<file path="src/hw/rtl/ata_pkg.sv">
package ata_pkg;

   // Geometry of the backing store.
   localparam int NUM_SECTORS_DEF  = 64;
   localparam int WORDS_PER_SECTOR = 256;
   localparam int WORD_W           = 8;
   localparam int LBA_W            = 28;
   localparam int COUNT_W          = 9;

   // Task-file port offsets.
   localparam logic [2:0] PORT_DATA    = 3'd0;
   localparam logic [2:0] PORT_ERROR   = 3'd1;
   localparam logic [2:0] PORT_COUNT   = 3'd2;
   localparam logic [2:0] PORT_LBA_LO  = 3'd3;
   localparam logic [2:0] PORT_LBA_MID = 3'd4;
   localparam logic [2:0] PORT_LBA_HI  = 3'd5;
   localparam logic [2:0] PORT_DRIVE   = 3'd6;
   localparam logic [2:0] PORT_STATUS  = 3'd7;

   // Bus actions.
   localparam logic ACT_READ  = 1'b0;
   localparam logic ACT_WRITE = 1'b1;

   // Commands.
   localparam logic [7:0] CMD_READ  = 8'h20;
   localparam logic [7:0] CMD_WRITE = 8'h30;
   localparam logic [7:0] CMD_FLUSH = 8'hE7;

   // Status bits and error codes.
   localparam logic [7:0] ST_RDY   = 8'h40;
   localparam logic [7:0] ST_DRQ   = 8'h08;
   localparam logic [7:0] ST_ERR   = 8'h01;
   localparam logic [7:0] ERR_NONE = 8'h00;
   localparam logic [7:0] ERR_ABRT = 8'h04;
   localparam logic [7:0] ERR_IDNF = 8'h10;

   // Access strobes toward the sector store.
   typedef struct packed {
      logic rd_en;
      logic wr_en;
   } mem_cmd_type;

endpackage

</file>
<file path="src/hw/rtl/ata_task_file.sv">
module ata_task_file #(
   parameter int NUM_SECTORS = ata_pkg::NUM_SECTORS_DEF,
   parameter int ADDR_W      = $clog2(NUM_SECTORS * ata_pkg::WORDS_PER_SECTOR)
) (
   input  logic                  clock,
   input  logic                  reset,
   input  logic                  accept,
   input  logic                  action,
   input  logic [2:0]            port_offset,
   input  logic [15:0]           write_data,
   output logic [15:0]           reg_data,
   output logic                  use_mem,
   output ata_pkg::mem_cmd_type  mem_cmd,
   output logic [ADDR_W-1:0]     mem_addr,
   output logic [15:0]           mem_wdata
);

   localparam int CS_W = $clog2(NUM_SECTORS + 1);
   localparam int WW   = ata_pkg::WORD_W;
   localparam int CW   = ata_pkg::COUNT_W;
   localparam int LW   = ata_pkg::LBA_W;

   logic [7:0]    count_ff, count_in;
   logic [7:0]    lba_lo_ff, lba_lo_in;
   logic [7:0]    lba_mid_ff, lba_mid_in;
   logic [7:0]    lba_hi_ff, lba_hi_in;
   logic [7:0]    drive_ff, drive_in;
   logic [7:0]    err_reg_ff, err_reg_in;
   logic          drq_ff, drq_in;
   logic          err_flag_ff, err_flag_in;
   logic          writing_ff, writing_in;
   logic [CS_W-1:0] cur_ff, cur_in;
   logic [CW-1:0] left_ff, left_in;
   logic [WW-1:0] word_ff, word_in;

   logic [LW-1:0] lba;
   logic [CW-1:0] count_full;
   logic [LW:0]   range_end;
   logic          past_end;
   logic          in_range;
   logic          advance;
   logic [7:0]    status;
   logic [7:0]    wbyte;

   // Command decode helpers.
   assign lba        = {drive_ff[3:0], lba_hi_ff, lba_mid_ff, lba_lo_ff};
   assign count_full = (count_ff == 8'h00) ? CW'(256) : CW'(count_ff);
   assign range_end  = {1'b0, lba} + (LW+1)'(count_full);
   assign past_end   = range_end > (LW+1)'(NUM_SECTORS);
   assign in_range   = cur_ff < CS_W'(NUM_SECTORS);
   assign status     = ata_pkg::ST_RDY | (drq_ff ? ata_pkg::ST_DRQ : 8'h00)
                       | (err_flag_ff ? ata_pkg::ST_ERR : 8'h00);
   assign wbyte      = write_data[7:0];

   // Store address is the sector number followed by the word index.
   assign mem_addr  = ADDR_W'({cur_ff, word_ff});
   assign mem_wdata = write_data;

   // Access decode and next-state logic.
   always_comb begin
      count_in    = count_ff;
      lba_lo_in   = lba_lo_ff;
      lba_mid_in  = lba_mid_ff;
      lba_hi_in   = lba_hi_ff;
      drive_in    = drive_ff;
      err_reg_in  = err_reg_ff;
      drq_in      = drq_ff;
      err_flag_in = err_flag_ff;
      writing_in  = writing_ff;
      cur_in      = cur_ff;
      left_in     = left_ff;
      word_in     = word_ff;
      reg_data    = 16'h0000;
      use_mem     = 1'b0;
      mem_cmd     = '0;
      advance     = 1'b0;

      if (accept) begin
         if (action == ata_pkg::ACT_READ) begin
            unique case (port_offset)
               ata_pkg::PORT_DATA: begin
                  if (drq_ff && !writing_ff) begin
                     use_mem       = in_range;
                     mem_cmd.rd_en = in_range;
                     advance       = 1'b1;
                  end
               end
               ata_pkg::PORT_ERROR:   reg_data = {8'h00, err_reg_ff};
               ata_pkg::PORT_COUNT:   reg_data = {8'h00, count_ff};
               ata_pkg::PORT_LBA_LO:  reg_data = {8'h00, lba_lo_ff};
               ata_pkg::PORT_LBA_MID: reg_data = {8'h00, lba_mid_ff};
               ata_pkg::PORT_LBA_HI:  reg_data = {8'h00, lba_hi_ff};
               ata_pkg::PORT_DRIVE:   reg_data = {8'h00, drive_ff};
               default:               reg_data = {8'h00, status};
            endcase
         end else begin
            unique case (port_offset)
               ata_pkg::PORT_DATA: begin
                  if (drq_ff && writing_ff) begin
                     mem_cmd.wr_en = in_range;
                     advance       = 1'b1;
                  end
               end
               ata_pkg::PORT_ERROR:   ;
               ata_pkg::PORT_COUNT:   count_in   = wbyte;
               ata_pkg::PORT_LBA_LO:  lba_lo_in  = wbyte;
               ata_pkg::PORT_LBA_MID: lba_mid_in = wbyte;
               ata_pkg::PORT_LBA_HI:  lba_hi_in  = wbyte;
               ata_pkg::PORT_DRIVE:   drive_in   = wbyte;
               default: begin
                  // A command first drops any error and any transfer in progress.
                  err_flag_in = 1'b0;
                  err_reg_in  = ata_pkg::ERR_NONE;
                  drq_in      = 1'b0;
                  writing_in  = 1'b0;
                  word_in     = '0;
                  left_in     = '0;
                  unique case (wbyte) inside
                     ata_pkg::CMD_READ, ata_pkg::CMD_WRITE: begin
                        if (past_end) begin
                           err_flag_in = 1'b1;
                           err_reg_in  = ata_pkg::ERR_IDNF;
                        end else begin
                           cur_in     = CS_W'(lba);
                           left_in    = count_full;
                           drq_in     = 1'b1;
                           writing_in = (wbyte == ata_pkg::CMD_WRITE);
                        end
                     end
                     ata_pkg::CMD_FLUSH: ;
                     default: begin
                        err_flag_in = 1'b1;
                        err_reg_in  = ata_pkg::ERR_ABRT;
                     end
                  endcase
               end
            endcase
         end
      end

      // Step to the next word; the end of a sector moves to the next one.
      if (advance) begin
         word_in = word_ff + WW'(1);
         if (word_ff == {WW{1'b1}}) begin
            cur_in  = cur_ff + CS_W'(1);
            left_in = left_ff - CW'(1);
            if (left_ff == CW'(1)) begin
               drq_in     = 1'b0;
               writing_in = 1'b0;
            end
         end
      end
   end

   // Task-file registers and transfer state.
   always_ff @(posedge clock) begin
      if (reset) begin
         count_ff    <= '0;
         lba_lo_ff   <= '0;
         lba_mid_ff  <= '0;
         lba_hi_ff   <= '0;
         drive_ff    <= '0;
         err_reg_ff  <= '0;
         drq_ff      <= 1'b0;
         err_flag_ff <= 1'b0;
         writing_ff  <= 1'b0;
         cur_ff      <= '0;
         left_ff     <= '0;
         word_ff     <= '0;
      end else begin
         count_ff    <= count_in;
         lba_lo_ff   <= lba_lo_in;
         lba_mid_ff  <= lba_mid_in;
         lba_hi_ff   <= lba_hi_in;
         drive_ff    <= drive_in;
         err_reg_ff  <= err_reg_in;
         drq_ff      <= drq_in;
         err_flag_ff <= err_flag_in;
         writing_ff  <= writing_in;
         cur_ff      <= cur_in;
         left_ff     <= left_in;
         word_ff     <= word_in;
      end
   end

   // A write transfer is always a transfer in progress.
   assert property (@(posedge clock) disable iff (reset) writing_ff |-> drq_ff)
      else $error("write direction set without DRQ");

   // While DRQ is up, sectors remain and the current sector lies inside the store.
   assert property (@(posedge clock) disable iff (reset)
      drq_ff |-> (left_ff != '0) && in_range)
      else $error("transfer state out of range");

   // The error flag always carries a known error code.
   assert property (@(posedge clock) disable iff (reset)
      err_flag_ff |-> (err_reg_ff == ata_pkg::ERR_ABRT) || (err_reg_ff == ata_pkg::ERR_IDNF))
      else $error("error flag without error code");

endmodule

</file>
<file path="config.mk">
export PLATFORM = sky130hd
export DESIGN_NAME = ata_task_file
export DESIGN_NICKNAME = d
export VERILOG_FILES = /design/src/hw/rtl/ata_pkg.sv /design/src/hw/rtl/ata_task_file.sv
export SDC_FILE = /design/constraint.sdc
export NUM_CORES = 1
export LEC_CHECK = 0
export ABC_CLOCK_PERIOD_IN_PS = 9750
export BUFFER_PORTS_ARGS = -buffer_cell sky130_fd_sc_hd__buf_2
export CORE_MARGIN = 10
export CORE_UTILIZATION = 55
export DETAILED_ROUTE_END_ITERATION = 6
export PLACE_DENSITY = 0.77
export SYNTH_ARGS = -nofsm -noshare
export SYNTH_HDL_FRONTEND = slang
export SYNTH_SLANG_ARGS = --single-unit
</file>
<file path="constraint.sdc">
create_clock -name clock -period 9.75 [get_ports clock]
set_clock_uncertainty 0.1 [all_clocks]
set_input_delay 1.95 -clock clock [delete_from_list [all_inputs] [get_ports clock]]
set_output_delay 1.95 -clock clock [all_outputs]
set_load 0.01 [all_outputs]
</file>
==> impl_metrics.json <==
{
  "drv_slew": 0,
  "num_antenna_cells": 0,
  "synthDominantCellAreaShare_pct": 28.62,
  "ys_types": 69,
  "cts_buffer_depth": 2,
  "via_per_inst": 6.643,
  "path_depth": 5,
  "final.min_clock_period_ns": 5.470,
  "start_util_pct": 55.90,
  "io_pins": 72,
  "clock_latency_ns": 0.35,
  "p_leak_nw": 2.059,
  "crit_type": "input port to primary output",
  "die_w_um": 113.7,
  "grt_max_degree": 63,
  "drt-initial-drc-count": 506,
  "crit_start": "port_offset[2]",
  "netlist_area_um2": 4827,
  "grt_pass1_wl_um": 22310,
  "clock_sinks": 69,
  "hold_viol": 0,
  "fill_cells": 784,
  "async_flop_share_pct": 0,
  "utilization_pct": 58.68,
  "place.gp.congestion": 0.9625,
  "htreeDepth": 3,
  "ys.flop_type": "dfxtp_1",
  "die_h_um": 113.7,
  "yosys-top-cells-area": "dfxtp_1 (29%), mux2i_1 (9.3%), nor2_1 (6.0%)",
  "worstMarginPinSlew_ns": 0.9228,
  "crit_required_ns": 7.70,
  "synth.ff_latch_count": 69,
  "cts_made_buffers": 9,
  "drive_gt1_share_pct": 13.75,
  "rows": 34,
  "coreArea_um2": 8636,
  "r2r_end": "left_ff[6]$_SDFF_PP0_",
  "max_slew_margin_pct": 38.25,
  "yosys.area.top_type": "dfxtp_1",
  "yosys_warnings": 0,
  "vdd_drop_max_mv": 0.1443,
  "final_nets": 643,
  "rr_startpoint": "count_ff[1]$_SDFFE_PP0P_",
  "grt_usage_pct": 21.10,
  "dieArea_um2": 12920,
  "cpLargestDelayFamily": "simple AND/OR/NAND/NOR gates",
  "avgSynthCellArea_um2": 7.849,
  "status": "finished clean",
  "holdBufCountCts": 0,
  "grt_pass1_vias": 4478,
  "fin_crit_sh_pct": 56.10,
  "rsz0062_at_grt": "no",
  "clockRootBuffer": "clkbuf_8",
  "synth_common_cells": "nor2_1 (77), dfxtp_1 (69), mux2i_1 (45)",
  "clk_pin_slew_ns": 0.08,
  "syn_to_final_growth_pct": 4.977,
  "post_cts_buffers": 0,
  "io_buffers": 47,
  "setup_violations": 0,
  "cts_resized": 0,
  "power_density_nw_per_um2": 122.0,
  "worst_setup_path_start_kind": "input port",
  "remaining_drc_errors": 0,
  "hold_class": "flip-flop to flip-flop",
  "synth_edf_count": 0,
  "cp_common_cell": "buf_2",
  "synth_most_common_cell": "nor2_1",
  "yosysSeqAreaShare_pct": 28.62,
  "cp_cell_sequence": "buf_2 > nor2b_1 > a221oi_1 > a211oi_1 > buf_2",
  "worstHoldPathCells": 2,
  "routed_wl_um": 14040,
  "cts_tree": "yes",
  "path_buf_inv": 2,
  "cp.arrival_ns": 3.42,
  "slowest_stage": "nor2b_1",
  "endpoint": "reg_data[7]",
  "ff2ff_path_depth": 11,
  "worstSetupEndpointType": "primary output",
  "dp_hpwl_um": 10190,
  "firstDrtPassIters": 6,
  "antenna_found_initial": 0,
  "vias": 4776,
  "fmax_mhz": 182.8,
  "syn_inst": 615,
  "maxCapViolations": 0,
  "overflow": 0,
  "wl_per_cell_um": 19.53,
  "max_stage_delay_ns": 0.56,
  "finalSetupTns_ns": 0,
  "cp_max_fo": 19,
  "rrSetupSlack_ns": 5.16,
  "ant_nets": 0
}
registers in the layout, summed over array words and instances (netlist names), 2 cells and up:
name	cells
err_reg_ff	2
left_ff	9
lba_hi_ff	8
lba_mid_ff	8
lba_lo_ff	8
drive_ff	8
count_ff	8
cur_ff	7
word_ff	8
per-layer routing:
layer | vias to the layer above | share of wire [%] | track usage (%)
met3 | 34 | 8.3 | 4.987
met5 | - | 0 | 0
met4 | 0 | 2.8 | 9.137
met1 | 2262 | 41 | 26.17
li1 | 2219 | - | -
met2 | 261 | 48 | 34.10
worst min path at each step:
stage / from / to / slack [ns]
floorplan: err_reg_ff[2]$_SDFFE_PP0P_ / err_reg_ff[2]$_SDFFE_PP0P_ / 0.33
global placement: err_reg_ff[2]$_SDFFE_PP0P_ / err_reg_ff[2]$_SDFFE_PP0P_ / 0.36
detailed placement: err_reg_ff[4]$_SDFFE_PP0P_ / err_reg_ff[4]$_SDFFE_PP0P_ / 0.36
CTS: err_reg_ff[4]$_SDFFE_PP0P_ / err_reg_ff[4]$_SDFFE_PP0P_ / 0.37
global route: err_reg_ff[2]$_SDFFE_PP0P_ / err_reg_ff[2]$_SDFFE_PP0P_ / 0.42
finish: err_reg_ff[4]$_SDFFE_PP0P_ / err_reg_ff[4]$_SDFFE_PP0P_ / 0.38
worst register-to-register path, delay by kind of cell (launching register included):
kind / cells / cell delay (ns)
AO/OA/AOI/OAI: 5 / 1.79
adder cells (fa/ha/maj): 1 / 0.37
flip-flops: 1 / 0.40
multiplexers: 1 / 0.09
AND/OR/NAND/NOR: 4 / 1.74
through the flow:
stage / setup WS [ns] / area (µm²) / power, mW / hold WS (ns) / instances
after floorplan: 4.447 / 4853 / 0.3414 / 0.3338 / 622
after global placement: 4.360 / 4835 / 0.3501 / 0.3557 / 703
after detailed placement: 4.336 / 4835 / 0.3513 / 0.3610 / 703
after CTS: 4.329 / 5067 / 0.6193 / 0.3718 / 719
after global routing: 4.141 / 5067 / 0.6390 / 0.4201 / 719
final: 4.280 / 5067 / 0.6184 / 0.3754 / 719
where the power goes:
part | total (mW) | internal [mW] | switching (mW)
registers | 0.289 | 0.284 | 0.00482
clock network | 0.271 | 0.158 | 0.113
logic | 0.0582 | 0.0181 | 0.0401
total | 0.618 | 0.460 | 0.158
cells by family after synthesis:
kind of cell               synth area share, %
buffers and inverters                    9.279
muxes                                    11.20
DFF                                      28.62
and+or+nand+nor                          24.96
adders and majority gates                3.784
other                                  0.07769
xor gates and xnor gates                 2.177
AOI/OAI and AO/OA                        19.91
layout make-up:
type / count / area (µm²) / area share [%]
clock inverter: 5 / 81.33 / 1.605
inverter: 8 / 30.03 / 0.5926
multi-input combinational: 468 / 3030 / 59.80
tap: 108 / 135.1 / 2.667
sequential: 69 / 1381 / 27.26
timing repair buffer: 50 / 257.7 / 5.086
clock buffer: 11 / 151.4 / 2.988
cell usage in the layout (no fill, tap or decap), types with 4 or more instances in the layout:
cell,n
nor2_1,77
dfxtp_1,69
buf_2,47
mux2i_1,45
a21oi_1,38
nand2_1,35
nand3_1,29
o21ai_0,24
nor3_1,21
nand4_1,20
a221oi_1,13
ha_1,13
clkbuf_8,11
mux2_2,8
and3_1,8
a31oi_1,8
conb_1,8
or4_1,7
inv_1,7
nor4_1,7
xnor2_1,7
a21o_1,7
and2_1,6
a211oi_1,6
o211ai_1,5
or2_2,5
xor2_1,5
nor2b_1,4
or3_1,4
o41ai_1,4
a311oi_1,4
o31a_1,4
No activity file was read; power rests on OpenSTA's default activity.
